<file path="src/hw/rtl/dsrg_pkg.sv">
`timescale 1ns / 1ps
// ----------------------------------------------------------------------------
// Disk scrub request generator package
// Shared constants, register indexes and the control structs that pass
// between the sequencer, the arithmetic unit and the chunk emitter.
// ----------------------------------------------------------------------------
package dsrg_pkg;

   localparam int SECTOR_BITS_DEF = 48;
   localparam int CHUNK_MAX_DEF   = 65535;

   localparam int SEG_W      = 21;
   localparam int REGION_W   = 32;
   localparam int BOUND_W    = 32;
   localparam int COUNT_W    = 16;
   localparam int ISSUED_W   = 33;
   localparam int OPND_W     = 32;
   localparam int RESULTS_MAX = 17;
   localparam int K_W        = 5;
   localparam int CSR_INDEX_W = 3;

   localparam logic [SEG_W-1:0]    SEG_LIMIT    = 21'd1048576;
   localparam logic [SEG_W-1:0]    SEG_RESET    = 21'd128;
   localparam logic [REGION_W-1:0] REGION_RESET = 32'd131072;

   localparam logic [CSR_INDEX_W-1:0] CSR_STRATEGY = 3'd0;
   localparam logic [CSR_INDEX_W-1:0] CSR_START    = 3'd1;
   localparam logic [CSR_INDEX_W-1:0] CSR_END      = 3'd2;
   localparam logic [CSR_INDEX_W-1:0] CSR_SEGMENT  = 3'd3;
   localparam logic [CSR_INDEX_W-1:0] CSR_REGION   = 3'd4;
   localparam logic [CSR_INDEX_W-1:0] CSR_BOUND    = 3'd5;

   localparam logic MODE_BEGIN = 1'b0;
   localparam logic MODE_NEXT  = 1'b1;

   localparam logic STRAT_SEQUENTIAL = 1'b0;
   localparam logic STRAT_STAGGERED  = 1'b1;

   typedef enum logic {
      ARITH_DIV = 1'b0,
      ARITH_MUL = 1'b1
   } arith_op_type;

   typedef struct packed {
      logic         start;
      arith_op_type op;
   } arith_cmd_type;

   typedef struct packed {
      logic             load;
      logic             issued;
      logic             round_done;
      logic [SEG_W-1:0] num;
   } chunk_load_type;

endpackage

</file>
<file path="src/hw/rtl/dsrg_req_if.sv">
`timescale 1ns / 1ps
// ----------------------------------------------------------------------------
// Request channel
// Valid/ready channel that carries one scrub request item.
// ----------------------------------------------------------------------------
interface dsrg_req_if;

   logic valid;
   logic ready;
   logic mode;
   logic stop_request;

   modport source (output valid, output mode, output stop_request, input ready);
   modport sink   (input valid, input mode, input stop_request, output ready);

endinterface

</file>
<file path="src/hw/rtl/dsrg_rsp_if.sv">
`timescale 1ns / 1ps
// ----------------------------------------------------------------------------
// Response channel
// Valid/ready channel that carries one verify command or status result.
// ----------------------------------------------------------------------------
interface dsrg_rsp_if #(
   parameter int SECTOR_BITS = dsrg_pkg::SECTOR_BITS_DEF
);

   logic                             valid;
   logic                             ready;
   logic                             issued;
   logic [SECTOR_BITS-1:0]           verify_sector;
   logic [dsrg_pkg::COUNT_W-1:0]     verify_count;
   logic                             last_chunk;
   logic                             round_done;

   modport source (output valid, output issued, output verify_sector, output verify_count,
                   output last_chunk, output round_done, input ready);
   modport sink   (input valid, input issued, input verify_sector, input verify_count,
                   input last_chunk, input round_done, output ready);

endinterface

</file>
<file path="src/hw/rtl/disk_scrub_request_generator.sv">
`timescale 1ns / 1ps
// A begin request runs two divisions of SECTOR_BITS steps each in the shared
// arithmetic unit; a sequential next request needs no arithmetic, and a staggered
// one makes up to four search rounds of two 32-step multiplications each.
// One request at a time; ready returns as its result loads, chunks leave one per cycle
// while the response channel is ready.
// Synchronous reset clears the state, cursor, indexes, totals and active flag and loads the register defaults.
// ----------------------------------------------------------------------------
// Disk scrub request generator
// Produces the verify commands of a scrub round in sequential or staggered
// order, under a small sequencer that drives one shared arithmetic unit.
// ----------------------------------------------------------------------------
module disk_scrub_request_generator #(
   parameter int SECTOR_BITS = dsrg_pkg::SECTOR_BITS_DEF,
   parameter int CHUNK_MAX   = dsrg_pkg::CHUNK_MAX_DEF
) (
   input  logic                                 clock,
   input  logic                                 reset,
   input  logic                                 csr_write_enable,
   input  logic [dsrg_pkg::CSR_INDEX_W-1:0]     csr_index,
   input  logic [((SECTOR_BITS > 32) ? SECTOR_BITS : 32)-1:0] csr_write_data,
   dsrg_req_if.sink                             req_chan,
   dsrg_rsp_if.source                           rsp_chan
);

   localparam int SB  = SECTOR_BITS;
   localparam int SW  = dsrg_pkg::SEG_W;
   localparam int RW  = dsrg_pkg::REGION_W;
   localparam int BW  = dsrg_pkg::BOUND_W;
   localparam int IW  = dsrg_pkg::ISSUED_W;
   localparam int OW  = dsrg_pkg::OPND_W;
   localparam int PW  = SB + OW;
   localparam logic [1:0] GUARD_LAST = 2'd3;

   typedef enum logic [9:0] {
      S_IDLE  = 10'b0000000001,
      S_BEG1  = 10'b0000000010,
      S_BEG2  = 10'b0000000100,
      S_NEXT  = 10'b0000001000,
      S_SEQ   = 10'b0000010000,
      S_FIND  = 10'b0000100000,
      S_MUL1  = 10'b0001000000,
      S_MUL2  = 10'b0010000000,
      S_FINAL = 10'b0100000000,
      S_HAND  = 10'b1000000000
   } state_type;

   // Configuration registers
   logic            strategy_ff, strategy_in;
   logic [SB-1:0]   start_ff, start_in;
   logic [SB-1:0]   end_ff, end_in;
   logic [SW-1:0]   seg_cfg_ff, seg_cfg_in;
   logic [RW-1:0]   region_cfg_ff, region_cfg_in;
   logic [BW-1:0]   bound_ff, bound_in;

   // Round state
   state_type       state_ff, state_in;
   logic [SB-1:0]   cursor_ff, cursor_in;
   logic [31:0]     seg_idx_ff, seg_idx_in;
   logic [SB-1:0]   reg_idx_ff, reg_idx_in;
   logic [SB-1:0]   reg_total_ff, reg_total_in;
   logic [31:0]     seg_total_ff, seg_total_in;
   logic [IW-1:0]   issued_total_ff, issued_total_in;
   logic            active_ff, active_in;
   logic [1:0]      guard_ff, guard_in;
   logic            stop_ff, stop_in;
   logic            more_ff, more_in;
   logic [SW-1:0]   num_ff, num_in;
   logic [SB-1:0]   pos_ff, pos_in;
   logic [SB-1:0]   rest_ff, rest_in;
   logic [SB-1:0]   base_ff, base_in;
   logic            res_issued_ff, res_issued_in;
   logic            res_done_ff, res_done_in;

   // Derived values
   logic [SW-1:0]   seg_size;
   logic [RW-1:0]   reg_size;
   logic [SB-1:0]   range_len;
   logic [SB-1:0]   cur_left;
   logic [SB-1:0]   seq_next;
   logic            req_take;
   logic            over_bound;

   // Arithmetic unit and chunk emitter connections
   dsrg_pkg::arith_cmd_type   arith_cmd;
   logic [SB-1:0]             arith_a;
   logic [OW-1:0]             arith_b;
   logic                      arith_done;
   logic [SB-1:0]             arith_hi;
   logic [OW-1:0]             arith_lo;
   logic [PW-1:0]             arith_prod;
   logic                      arith_rem_nz;
   dsrg_pkg::chunk_load_type  chunk_load;
   logic                      chunk_ready;

   assign seg_size = (seg_cfg_ff == '0) ? SW'(1)
                   : (seg_cfg_ff > dsrg_pkg::SEG_LIMIT) ? dsrg_pkg::SEG_LIMIT : seg_cfg_ff;
   assign reg_size   = (region_cfg_ff == '0) ? RW'(1) : region_cfg_ff;
   assign range_len  = (end_ff > start_ff) ? (end_ff - start_ff) : '0;
   assign cur_left   = end_ff - cursor_ff;
   assign seq_next   = cursor_ff + SB'(num_ff);
   assign req_take   = req_chan.valid && req_chan.ready;
   assign over_bound = (bound_ff != '0) && (issued_total_ff > IW'(bound_ff));
   assign arith_prod   = {arith_hi, arith_lo};
   assign arith_rem_nz = arith_lo != '0;

   assign req_chan.ready = (state_ff == S_IDLE);

   // Configuration writes
   always_comb begin
      strategy_in   = strategy_ff;
      start_in      = start_ff;
      end_in        = end_ff;
      seg_cfg_in    = seg_cfg_ff;
      region_cfg_in = region_cfg_ff;
      bound_in      = bound_ff;
      if (csr_write_enable) begin
         unique case (csr_index)
            dsrg_pkg::CSR_STRATEGY: strategy_in   = csr_write_data[0];
            dsrg_pkg::CSR_START:    start_in      = csr_write_data[SB-1:0];
            dsrg_pkg::CSR_END:      end_in        = csr_write_data[SB-1:0];
            dsrg_pkg::CSR_SEGMENT:  seg_cfg_in    = csr_write_data[SW-1:0];
            dsrg_pkg::CSR_REGION:   region_cfg_in = csr_write_data[RW-1:0];
            dsrg_pkg::CSR_BOUND:    bound_in      = csr_write_data[BW-1:0];
            default: ;
         endcase
      end
   end

   // Sequencer
   always_comb begin
      state_in        = state_ff;
      cursor_in       = cursor_ff;
      seg_idx_in      = seg_idx_ff;
      reg_idx_in      = reg_idx_ff;
      reg_total_in    = reg_total_ff;
      seg_total_in    = seg_total_ff;
      issued_total_in = issued_total_ff;
      active_in       = active_ff;
      guard_in        = guard_ff;
      stop_in         = stop_ff;
      more_in         = more_ff;
      num_in          = num_ff;
      pos_in          = pos_ff;
      rest_in         = rest_ff;
      base_in         = base_ff;
      res_issued_in   = res_issued_ff;
      res_done_in     = res_done_ff;
      arith_cmd       = '{start: 1'b0, op: dsrg_pkg::ARITH_DIV};
      arith_a         = '0;
      arith_b         = '0;
      chunk_load      = '{load: 1'b0, issued: res_issued_ff, round_done: res_done_ff,
                          num: num_ff};

      unique case (state_ff)
         S_IDLE: begin
            if (req_take) begin
               stop_in = req_chan.stop_request;
               if (req_chan.mode == dsrg_pkg::MODE_BEGIN) begin
                  arith_cmd = '{start: 1'b1, op: dsrg_pkg::ARITH_DIV};
                  arith_a   = range_len;
                  arith_b   = OW'(reg_size);
                  state_in  = S_BEG1;
               end else if (!active_ff || (cursor_ff >= end_ff)) begin
                  active_in     = 1'b0;
                  res_issued_in = 1'b0;
                  res_done_in   = 1'b1;
                  num_in        = '0;
                  pos_in        = '0;
                  state_in      = S_HAND;
               end else begin
                  state_in = S_NEXT;
               end
            end
         end

         S_BEG1: begin
            if (arith_done) begin
               // Region count rounds up.
               reg_total_in = arith_hi + SB'(arith_rem_nz);
               arith_cmd    = '{start: 1'b1, op: dsrg_pkg::ARITH_DIV};
               arith_a      = SB'(reg_size);
               arith_b      = OW'(seg_size);
               state_in     = S_BEG2;
            end
         end

         S_BEG2: begin
            if (arith_done) begin
               seg_total_in    = arith_hi[31:0] + 32'(arith_rem_nz);
               cursor_in       = start_ff;
               seg_idx_in      = '0;
               reg_idx_in      = '0;
               issued_total_in = '0;
               active_in       = start_ff < end_ff;
               res_issued_in   = 1'b0;
               res_done_in     = !(start_ff < end_ff);
               num_in          = '0;
               pos_in          = '0;
               state_in        = S_HAND;
            end
         end

         S_NEXT: begin
            num_in = (cur_left > SB'(seg_size)) ? seg_size : cur_left[SW-1:0];
            pos_in = cursor_ff;
            if (issued_total_ff != '1) begin
               issued_total_in = issued_total_ff + IW'(1);
            end
            if (strategy_ff == dsrg_pkg::STRAT_SEQUENTIAL) begin
               state_in = S_SEQ;
            end else begin
               reg_idx_in = reg_idx_ff + SB'(1);
               guard_in   = '0;
               state_in   = S_FIND;
            end
         end

         S_SEQ: begin
            cursor_in = seq_next;
            more_in   = seq_next < end_ff;
            state_in  = S_FINAL;
         end

         S_FIND: begin
            if (seg_idx_ff >= seg_total_ff) begin
               more_in  = 1'b0;
               state_in = S_FINAL;
            end else if (reg_idx_ff >= reg_total_ff) begin
               // Past the last region: move on to the next segment row.
               reg_idx_in = '0;
               seg_idx_in = seg_idx_ff + 32'd1;
               if (guard_ff == GUARD_LAST) begin
                  more_in  = 1'b0;
                  state_in = S_FINAL;
               end else begin
                  guard_in = guard_ff + 2'd1;
               end
            end else begin
               arith_cmd = '{start: 1'b1, op: dsrg_pkg::ARITH_MUL};
               arith_a   = reg_idx_ff;
               arith_b   = OW'(reg_size);
               state_in  = S_MUL1;
            end
         end

         S_MUL1: begin
            if (arith_done) begin
               if (arith_prod >= PW'(range_len)) begin
                  if (reg_idx_ff == '0) begin
                     more_in  = 1'b0;
                     state_in = S_FINAL;
                  end else begin
                     reg_idx_in = '0;
                     seg_idx_in = seg_idx_ff + 32'd1;
                     if (guard_ff == GUARD_LAST) begin
                        more_in  = 1'b0;
                        state_in = S_FINAL;
                     end else begin
                        guard_in = guard_ff + 2'd1;
                        state_in = S_FIND;
                     end
                  end
               end else begin
                  rest_in   = range_len - arith_prod[SB-1:0];
                  base_in   = start_ff + arith_prod[SB-1:0];
                  arith_cmd = '{start: 1'b1, op: dsrg_pkg::ARITH_MUL};
                  arith_a   = SB'(seg_idx_ff);
                  arith_b   = OW'(seg_size);
                  state_in  = S_MUL2;
               end
            end
         end

         S_MUL2: begin
            if (arith_done) begin
               if (arith_prod >= PW'(rest_ff)) begin
                  if (reg_idx_ff == '0) begin
                     more_in  = 1'b0;
                     state_in = S_FINAL;
                  end else begin
                     reg_idx_in = '0;
                     seg_idx_in = seg_idx_ff + 32'd1;
                     if (guard_ff == GUARD_LAST) begin
                        more_in  = 1'b0;
                        state_in = S_FINAL;
                     end else begin
                        guard_in = guard_ff + 2'd1;
                        state_in = S_FIND;
                     end
                  end
               end else begin
                  cursor_in = base_ff + arith_prod[SB-1:0];
                  more_in   = 1'b1;
                  state_in  = S_FINAL;
               end
            end
         end

         S_FINAL: begin
            active_in     = more_ff && !stop_ff && !over_bound;
            res_issued_in = 1'b1;
            res_done_in   = !(more_ff && !stop_ff && !over_bound);
            state_in      = S_HAND;
         end

         S_HAND: begin
            chunk_load.load = chunk_ready;
            if (chunk_ready) begin
               state_in = S_IDLE;
            end
         end

         default: begin
            state_in = S_IDLE;
         end
      endcase
   end

   always_ff @(posedge clock) begin
      if (reset) begin
         strategy_ff     <= dsrg_pkg::STRAT_SEQUENTIAL;
         start_ff        <= '0;
         end_ff          <= '0;
         seg_cfg_ff      <= dsrg_pkg::SEG_RESET;
         region_cfg_ff   <= dsrg_pkg::REGION_RESET;
         bound_ff        <= '0;
         state_ff        <= S_IDLE;
         cursor_ff       <= '0;
         seg_idx_ff      <= '0;
         reg_idx_ff      <= '0;
         reg_total_ff    <= '0;
         seg_total_ff    <= '0;
         issued_total_ff <= '0;
         active_ff       <= 1'b0;
      end else begin
         strategy_ff     <= strategy_in;
         start_ff        <= start_in;
         end_ff          <= end_in;
         seg_cfg_ff      <= seg_cfg_in;
         region_cfg_ff   <= region_cfg_in;
         bound_ff        <= bound_in;
         state_ff        <= state_in;
         cursor_ff       <= cursor_in;
         seg_idx_ff      <= seg_idx_in;
         reg_idx_ff      <= reg_idx_in;
         reg_total_ff    <= reg_total_in;
         seg_total_ff    <= seg_total_in;
         issued_total_ff <= issued_total_in;
         active_ff       <= active_in;
      end
      guard_ff      <= guard_in;
      stop_ff       <= stop_in;
      more_ff       <= more_in;
      num_ff        <= num_in;
      pos_ff        <= pos_in;
      rest_ff       <= rest_in;
      base_ff       <= base_in;
      res_issued_ff <= res_issued_in;
      res_done_ff   <= res_done_in;
   end

   dsrg_arith #(
      .SECTOR_BITS (SECTOR_BITS)
   ) u_arith (
      .clock     (clock),
      .reset     (reset),
      .cmd       (arith_cmd),
      .opnd_a    (arith_a),
      .opnd_b    (arith_b),
      .done      (arith_done),
      .result_hi (arith_hi),
      .result_lo (arith_lo)
   );

   dsrg_chunk #(
      .SECTOR_BITS (SECTOR_BITS),
      .CHUNK_MAX   (CHUNK_MAX)
   ) u_chunk (
      .clock       (clock),
      .reset       (reset),
      .load        (chunk_load),
      .load_sector (pos_ff),
      .load_ready  (chunk_ready),
      .rsp_chan    (rsp_chan)
   );

   // Results of the arithmetic unit are only ever awaited in the compute states.
   a_done_expected: assert property (@(posedge clock) disable iff (reset)
      arith_done |-> (state_ff == S_BEG1 || state_ff == S_BEG2 ||
                      state_ff == S_MUL1 || state_ff == S_MUL2))
      else $error("arithmetic result arrived outside a compute state");

   // A running round always has at least one region and one segment per region.
   // The totals are rewritten during a begin request, so only idle cycles are checked.
   a_active_sizes: assert property (@(posedge clock) disable iff (reset)
      (active_ff && state_ff == S_IDLE) |-> (seg_total_ff != '0) && (reg_total_ff != '0))
      else $error("round active with empty region or segment count");

endmodule

</file>
<file path="src/hw/rtl/dsrg_arith.sv">
`timescale 1ns / 1ps
// ----------------------------------------------------------------------------
// Shared arithmetic unit
// Iterative restoring divider and shift-add multiplier sharing one pair of
// working registers. Division takes SECTOR_BITS steps, multiplication 32.
// ----------------------------------------------------------------------------
module dsrg_arith #(
   parameter int SECTOR_BITS = dsrg_pkg::SECTOR_BITS_DEF
) (
   input  logic                          clock,
   input  logic                          reset,
   input  dsrg_pkg::arith_cmd_type       cmd,
   input  logic [SECTOR_BITS-1:0]        opnd_a,
   input  logic [dsrg_pkg::OPND_W-1:0]   opnd_b,
   output logic                          done,
   output logic [SECTOR_BITS-1:0]        result_hi,
   output logic [dsrg_pkg::OPND_W-1:0]   result_lo
);

   localparam int CNT_W = $clog2(SECTOR_BITS);
   localparam int OW    = dsrg_pkg::OPND_W;

   // For division hi holds the dividend shifting into the quotient and lo the
   // remainder; for multiplication hi is the accumulator and lo the multiplier.
   logic [SECTOR_BITS-1:0]  hi_ff, hi_in;
   logic [OW-1:0]           lo_ff, lo_in;
   logic [SECTOR_BITS-1:0]  opnd_ff, opnd_in;
   logic [CNT_W-1:0]        cnt_ff, cnt_in;
   dsrg_pkg::arith_op_type  op_ff, op_in;
   logic                    busy_ff, busy_in;
   logic                    done_ff, done_in;

   logic [OW:0]             trial;
   logic [OW:0]             trial_diff;
   logic                    trial_ge;
   logic [SECTOR_BITS:0]    mul_sum;
   logic [CNT_W-1:0]        cnt_last;

   assign trial      = {lo_ff, hi_ff[SECTOR_BITS-1]};
   assign trial_diff = trial - {1'b0, opnd_ff[OW-1:0]};
   assign trial_ge   = trial >= {1'b0, opnd_ff[OW-1:0]};
   assign mul_sum    = {1'b0, hi_ff} + (lo_ff[0] ? {1'b0, opnd_ff} : '0);
   assign cnt_last   = (op_ff == dsrg_pkg::ARITH_DIV) ? CNT_W'(SECTOR_BITS - 1)
                                                      : CNT_W'(OW - 1);

   always_comb begin
      hi_in   = hi_ff;
      lo_in   = lo_ff;
      opnd_in = opnd_ff;
      cnt_in  = cnt_ff;
      op_in   = op_ff;
      busy_in = busy_ff;
      done_in = 1'b0;
      if (cmd.start) begin
         op_in   = cmd.op;
         cnt_in  = '0;
         busy_in = 1'b1;
         if (cmd.op == dsrg_pkg::ARITH_DIV) begin
            hi_in   = opnd_a;
            lo_in   = '0;
            opnd_in = SECTOR_BITS'(opnd_b);
         end else begin
            hi_in   = '0;
            lo_in   = opnd_b;
            opnd_in = opnd_a;
         end
      end else if (busy_ff) begin
         if (op_ff == dsrg_pkg::ARITH_DIV) begin
            hi_in = {hi_ff[SECTOR_BITS-2:0], trial_ge};
            lo_in = trial_ge ? trial_diff[OW-1:0] : trial[OW-1:0];
         end else begin
            hi_in = mul_sum[SECTOR_BITS:1];
            lo_in = {mul_sum[0], lo_ff[OW-1:1]};
         end
         cnt_in = cnt_ff + CNT_W'(1);
         if (cnt_ff == cnt_last) begin
            busy_in = 1'b0;
            done_in = 1'b1;
         end
      end
   end

   always_ff @(posedge clock) begin
      if (reset) begin
         busy_ff <= 1'b0;
         done_ff <= 1'b0;
      end else begin
         busy_ff <= busy_in;
         done_ff <= done_in;
      end
      hi_ff   <= hi_in;
      lo_ff   <= lo_in;
      opnd_ff <= opnd_in;
      cnt_ff  <= cnt_in;
      op_ff   <= op_in;
   end

   assign done      = done_ff;
   assign result_hi = hi_ff;
   assign result_lo = lo_ff;

   // The sequencer must wait for completion before issuing the next operation.
   a_start_when_free: assert property (@(posedge clock) disable iff (reset)
      cmd.start |-> !busy_ff)
      else $error("arithmetic unit started while busy");

endmodule

</file>
<file path="src/hw/rtl/dsrg_chunk.sv">
`timescale 1ns / 1ps
// ----------------------------------------------------------------------------
// Chunk emitter
// Holds one segment and presents it on the response channel as a run of
// verify chunks (at most RESULTS_MAX) of at most CHUNK_MAX sectors, or as a single status result.
// ----------------------------------------------------------------------------
module dsrg_chunk #(
   parameter int SECTOR_BITS = dsrg_pkg::SECTOR_BITS_DEF,
   parameter int CHUNK_MAX   = dsrg_pkg::CHUNK_MAX_DEF
) (
   input  logic                       clock,
   input  logic                       reset,
   input  dsrg_pkg::chunk_load_type   load,
   input  logic [SECTOR_BITS-1:0]     load_sector,
   output logic                       load_ready,
   dsrg_rsp_if.source                 rsp_chan
);

   localparam int SW = dsrg_pkg::SEG_W;
   localparam int CW = dsrg_pkg::COUNT_W;
   localparam int KW = dsrg_pkg::K_W;

   logic [SW-1:0]           left_ff, left_in;
   logic [SECTOR_BITS-1:0]  pos_ff, pos_in;
   logic [KW-1:0]           k_ff, k_in;
   logic                    issued_ff, issued_in;
   logic                    done_ff, done_in;
   logic                    busy_ff, busy_in;

   logic                    over_max;
   logic [CW-1:0]           chunk_n;
   logic                    is_last;
   logic                    take;

   assign over_max = left_ff > SW'(CHUNK_MAX);
   assign chunk_n  = over_max ? CW'(CHUNK_MAX) : left_ff[CW-1:0];
   assign is_last  = !issued_ff || !over_max || (k_ff == KW'(dsrg_pkg::RESULTS_MAX - 1));
   assign take     = busy_ff && rsp_chan.ready;

   always_comb begin
      left_in   = left_ff;
      pos_in    = pos_ff;
      k_in      = k_ff;
      issued_in = issued_ff;
      done_in   = done_ff;
      busy_in   = busy_ff;
      if (take) begin
         if (is_last) begin
            busy_in = 1'b0;
         end else begin
            left_in = left_ff - SW'(chunk_n);
            pos_in  = pos_ff + SECTOR_BITS'(chunk_n);
            k_in    = k_ff + KW'(1);
         end
      end
      if (load.load && !busy_ff) begin
         left_in   = load.num;
         pos_in    = load_sector;
         k_in      = '0;
         issued_in = load.issued;
         done_in   = load.round_done;
         busy_in   = 1'b1;
      end
   end

   always_ff @(posedge clock) begin
      if (reset) begin
         busy_ff <= 1'b0;
      end else begin
         busy_ff <= busy_in;
      end
      left_ff   <= left_in;
      pos_ff    <= pos_in;
      k_ff      <= k_in;
      issued_ff <= issued_in;
      done_ff   <= done_in;
   end

   assign load_ready             = !busy_ff;
   assign rsp_chan.valid         = busy_ff;
   assign rsp_chan.issued        = issued_ff;
   assign rsp_chan.verify_sector = pos_ff;
   assign rsp_chan.verify_count  = chunk_n;
   assign rsp_chan.last_chunk    = is_last;
   assign rsp_chan.round_done    = done_ff;

   a_chunk_count_bounded: assert property (@(posedge clock) disable iff (reset)
      busy_ff |-> (k_ff < KW'(dsrg_pkg::RESULTS_MAX)))
      else $error("chunk run longer than the result limit");

   // A status result carries no sectors, so its loaded sector count must be zero.
   a_status_single: assert property (@(posedge clock) disable iff (reset)
      (busy_ff && !issued_ff) |-> (left_ff == '0))
      else $error("status result loaded with a sector count");

endmodule
</file>
<file path="src/flat_wrapper.sv">
// flat-port wrapper written by rule: the top's interface ports become plain ports
module disk_scrub_request_generator_flat 
#(
   parameter int SECTOR_BITS = dsrg_pkg::SECTOR_BITS_DEF,
   parameter int CHUNK_MAX   = dsrg_pkg::CHUNK_MAX_DEF
)
  (clock, reset, csr_write_enable, csr_index, csr_write_data, req_chan_valid, req_chan_mode, req_chan_stop_request, req_chan_ready, rsp_chan_valid, rsp_chan_issued, rsp_chan_verify_sector, rsp_chan_verify_count, rsp_chan_last_chunk, rsp_chan_round_done, rsp_chan_ready);
  dsrg_req_if req_chan_i ();
  dsrg_rsp_if #(.SECTOR_BITS(SECTOR_BITS)) rsp_chan_i ();
  input  logic clock;
  input  logic reset;
  input  logic csr_write_enable;
  input  logic [dsrg_pkg::CSR_INDEX_W-1:0] csr_index;
  input  logic [((SECTOR_BITS > 32) ? SECTOR_BITS : 32)-1:0] csr_write_data;
  input wire logic [$bits(req_chan_i.valid)-1:0] req_chan_valid;
  input wire logic [$bits(req_chan_i.mode)-1:0] req_chan_mode;
  input wire logic [$bits(req_chan_i.stop_request)-1:0] req_chan_stop_request;
  output wire logic [$bits(req_chan_i.ready)-1:0] req_chan_ready;
  output wire logic [$bits(rsp_chan_i.valid)-1:0] rsp_chan_valid;
  output wire logic [$bits(rsp_chan_i.issued)-1:0] rsp_chan_issued;
  output wire logic [$bits(rsp_chan_i.verify_sector)-1:0] rsp_chan_verify_sector;
  output wire logic [$bits(rsp_chan_i.verify_count)-1:0] rsp_chan_verify_count;
  output wire logic [$bits(rsp_chan_i.last_chunk)-1:0] rsp_chan_last_chunk;
  output wire logic [$bits(rsp_chan_i.round_done)-1:0] rsp_chan_round_done;
  input wire logic [$bits(rsp_chan_i.ready)-1:0] rsp_chan_ready;
  assign req_chan_i.valid = req_chan_valid;
  assign req_chan_i.mode = req_chan_mode;
  assign req_chan_i.stop_request = req_chan_stop_request;
  assign req_chan_ready = req_chan_i.ready;
  assign rsp_chan_valid = rsp_chan_i.valid;
  assign rsp_chan_issued = rsp_chan_i.issued;
  assign rsp_chan_verify_sector = rsp_chan_i.verify_sector;
  assign rsp_chan_verify_count = rsp_chan_i.verify_count;
  assign rsp_chan_last_chunk = rsp_chan_i.last_chunk;
  assign rsp_chan_round_done = rsp_chan_i.round_done;
  assign rsp_chan_i.ready = rsp_chan_ready;
  disk_scrub_request_generator #(.SECTOR_BITS(SECTOR_BITS), .CHUNK_MAX(CHUNK_MAX)) u_core (.clock(clock), .reset(reset), .csr_write_enable(csr_write_enable), .csr_index(csr_index), .csr_write_data(csr_write_data), .req_chan(req_chan_i), .rsp_chan(rsp_chan_i));
endmodule
</file>
<file path="config.mk">
export PLATFORM = sky130hd
export DESIGN_NAME = disk_scrub_request_generator_flat
export DESIGN_NICKNAME = d
export VERILOG_FILES = /design/src/hw/rtl/dsrg_pkg.sv /design/src/hw/rtl/dsrg_req_if.sv /design/src/hw/rtl/dsrg_rsp_if.sv /design/src/hw/rtl/disk_scrub_request_generator.sv /design/src/hw/rtl/dsrg_arith.sv /design/src/hw/rtl/dsrg_chunk.sv /design/src/flat_wrapper.sv
export SDC_FILE = /design/constraint.sdc
export NUM_CORES = 2
export LEC_CHECK = 0
export BUFFER_PORTS_ARGS = -buffer_cell sky130_fd_sc_hd__buf_2
export CORE_UTILIZATION = 35
export DETAILED_ROUTE_END_ITERATION = 7
export GPL_TIMING_DRIVEN = 0
export HOLD_SLACK_MARGIN = 0.15
export MAX_ROUTING_LAYER = met4
export PLACE_DENSITY = 0.55
export SYNTH_ARGS = -nofsm -noshare
export SYNTH_HDL_FRONTEND = slang
export SYNTH_HIERARCHICAL = 1
export SYNTH_SLANG_ARGS = --single-unit
</file>
<file path="constraint.sdc">
create_clock -name clock -period 13.8 [get_ports clock]
set_input_delay 0 -clock clock [delete_from_list [all_inputs] [get_ports clock]]
set_output_delay 0 -clock clock [all_outputs]
set_load 0.01 [all_outputs]
</file>
==> out/metrics.cfg <==
[outcome]
status=finished with violations
violations=max-capacitance violations, max-slew violations

[setup_path]
crit_slowest_cell=a211oi_2
startpoint_type=flip-flop
reg2reg_slack_ps=1610
cp.arrival_ps=12590
r2r_start=u_core/start_ff[17]$_SDFFE_PP0P_
cp-end-kind=flip-flop
worstSetupStartpoint=u_core/start_ff[17]$_SDFFE_PP0P_
worstPathRequired_ps=14200
path_common_cell=clkbuf_1
critPathKind=flip-flop to flip-flop
path_max_fanout=58
critPathMaxStageDelay_ps=710

[layout]
mostFrequentLayoutCell=nand2_1
syn_to_final_growth_pct=13.3
fin_util=0.399
stdcell_count=10672
drive_gt1_frac=0.0537
fill_cells=18489
fin_nets=8913
final_cell_mix=nand2_1, a21oi_1, ha_1, nor2_1, inv_1

[clocking]
clockBufferDepth=3
clk_latency_ps=800
htreeDepth=3
clk_pin_slew_ps=60
cts_tree=yes
postCtsSetupBuffers=0
clockRootBuffer=clkbuf_16
cts_buffers=103
cts.sinks=819

[power_and_ir_drop]
internal-power_mw=6.47
switchingPower_mw=4.90
ir_drop_v=0.000146
clock_power_share=0.256
power_frac_seq=0.319
pwr-share-comb=0.425
power.density_mw_per_mm2=157
power_mw=11.4
leakage_nw=28.9
p_sw_frac=0.431

[grt]
grt_max_degree=59
antenna_found_initial=17
grt_usage=0.302
grt_pass1_wl_um=399000
first_global_vias=58240
grt-ovfl-total=0

[detailed_routing]
wirelength_um=280000
via_per_inst=5.81
via_count=61985
routedWlPerCell_um=26.3
drtIter0Drc=6666
ant_nets=0
firstDrtPassIters=8
drc=0

[sta]
setup_viol_count_final=0
period_needed_ps=12190
hold_violations=0
slew_headroom=-0.110
finalWorstSetupSlack_ps=1610
fmax_mhz=82.1
finalMaxSlewViolations=20
skew_ps=64.2
rsz0062_at_grt=no
max_slew.worst_pin.slew_ps=1650
fin_crit_sh=0.883
whs_ps=202

[placed_design]
routabilityCongestion=1.01
port_buffers=125
dp.cells=10368
dp.final_hpwl_um=227000
pre_cts_ws_ps=1990

[die]
rows=156
start_util=0.352
dieArea_mm2=0.184
die_h_um=429
core_mm2=0.181
fp.dieW_um=429
boundaryPins=127

[hold_path]
hold_path.class=input pin to flip-flop
hp-start=csr_write_data[15]

[synth]
synth_cells=7860
synth.distinct_cells=109
synth_edf_count=371
syn_area_mm2=0.0638
synth.avg_cell_area_um2=8.11
ys_ff_latch=819
ys_warn_count=6
ys_async_sr_fraction=0
syn_nets=8570
ys.flop_type=dfxtp_1
yosysSeqAreaShare=0.315

[flow_run]
drv_cap=5

[power by group through the flow]
stage	logic (mW)	registers, mW	clock network [mW]
finish	4.83	3.62	2.91
detailed placement	4.68	3.65	0
global placement	4.61	3.69	0
floorplan	3.27	3.30	0
global route	5.25	3.63	3.03
CTS	4.74	3.60	2.95
[registers in the layout (all words and copies together) (netlist names), 33 cells and up]
signal and cells:
u_core/end_ff 48, u_core/start_ff 48, u_core/u_arith/result_hi 48, u_core/issued_total_ff 33
u_core/reg_idx_ff 48, u_core/rest_ff 48, u_core/base_ff 48, u_core/u_arith/opnd_ff 48
u_core/u_chunk/rsp_chan.verify_sector 48, u_core/reg_total_ff 48, u_core/cursor_ff 48, u_core/pos_ff 48
[critical path: cells and delay by family, from the launching register on]
family / cells / cell delay (ps)
compound gates: 10 / 4450
simple gates: 9 / 3210
fa+ha+maj: 2 / 660
buf+inv: 8 / 2900
flops: 1 / 460
[per-stage QoR]
| step | instance area, um^2 | setup TNS (ps) |
|---|---|---|
| after detailed placement | 67600 | 0 |
| after global routing | 72300 | 0 |
| final | 72300 | 0 |
| after floorplan | 63800 | 0 |
| after CTS | 72200 | 0 |
| after global placement | 67400 | -161020 |
[cell type report]
| cell class | instances | area (um^2) | share of cell area |
|---|---|---|---|
| buffer | 351 | 1390 | 0.0193 |
| clock inverter | 55 | 644 | 0.00892 |
| clock buffer | 139 | 2970 | 0.0412 |
| timing repair buffer | 238 | 1830 | 0.0253 |
| tap | 2370 | 2970 | 0.0410 |
| sequential | 819 | 20100 | 0.278 |
| inverter | 575 | 2160 | 0.0299 |
| multi-input combinational | 6115 | 40200 | 0.556 |
| antenna | 10 | 25.0 | 0.000346 |
[logic make-up after synthesis]
group | after synthesis | synth area share
multiplexers | 77 | 0.0127
buffers and inverters | 926 | 0.0556
XOR/XNOR | 456 | 0.0626
AND/OR/NAND/NOR | 2612 | 0.194
adder cells (fa/ha/maj) | 652 | 0.129
flip-flops | 819 | 0.315
AO/OA/AOI/OAI | 2318 | 0.231
[cell usage after synthesis (18+ instances only)]
cell type	instances	area (um^2)
nor3_1	103	515
o21a_1	66	495
mux2i_1	44	440
or3_1	54	338
o31ai_1	45	338
dfxtp_1	448	8970
and3_1	109	682
xor2_1	181	1590
or2_2	18	113
nand3_1	198	991
a221oi_1	41	359
buf_1	25	93.8
o21bai_1	67	503
o211ai_1	37	278
a22oi_1	78	586
a21o_1	271	2030
nand2_1	920	3450
inv_1	571	2140
clkbuf_1	305	1140
and2_1	87	544
o21ai_1	30	150
nand4_1	164	1030
a31oi_1	93	582
ha_1	643	8050
o21ai_0	429	2150
a21oi_1	761	3810
nor2b_1	77	482
mux2_2	32	360
edfxtp_1	371	11100
nor2_1	631	2370
nand2b_1	68	425
a22o_1	22	193
nor4_1	75	469
a211oi_1	145	1090
xnor2_1	275	2410
a222oi_1	31	310
[worst paths after layout]
kind	depth (start not counted)	end
setup / recovery	29	u_core/u_arith/result_lo[12]$_DFFE_PP_
hold / removal	4	u_core/bound_ff[15]$_SDFFE_PP0P_
setup reg to reg	29	u_core/u_arith/result_lo[12]$_DFFE_PP_
hold reg to reg	0	u_core/u_chunk/rsp_chan.issued$_DFFE_PP_
[layer usage]
layer  GRT usage  up-vias  part of all wire
met2       0.453     2582              0.43
met3      0.0559      594             0.079
met5           -        -                 0
met4       0.184        0             0.071
met1       0.376    29676              0.42
li1            -    29133                 -
[what timing repair did]
item | CTS | global route
hold endpoints to repair | 259 | 0
gates resized for setup | 0 | 0
setup endpoints to repair | 0 | 0
hold buffers | 99 | 0
(Power assumes the default switching activity.)
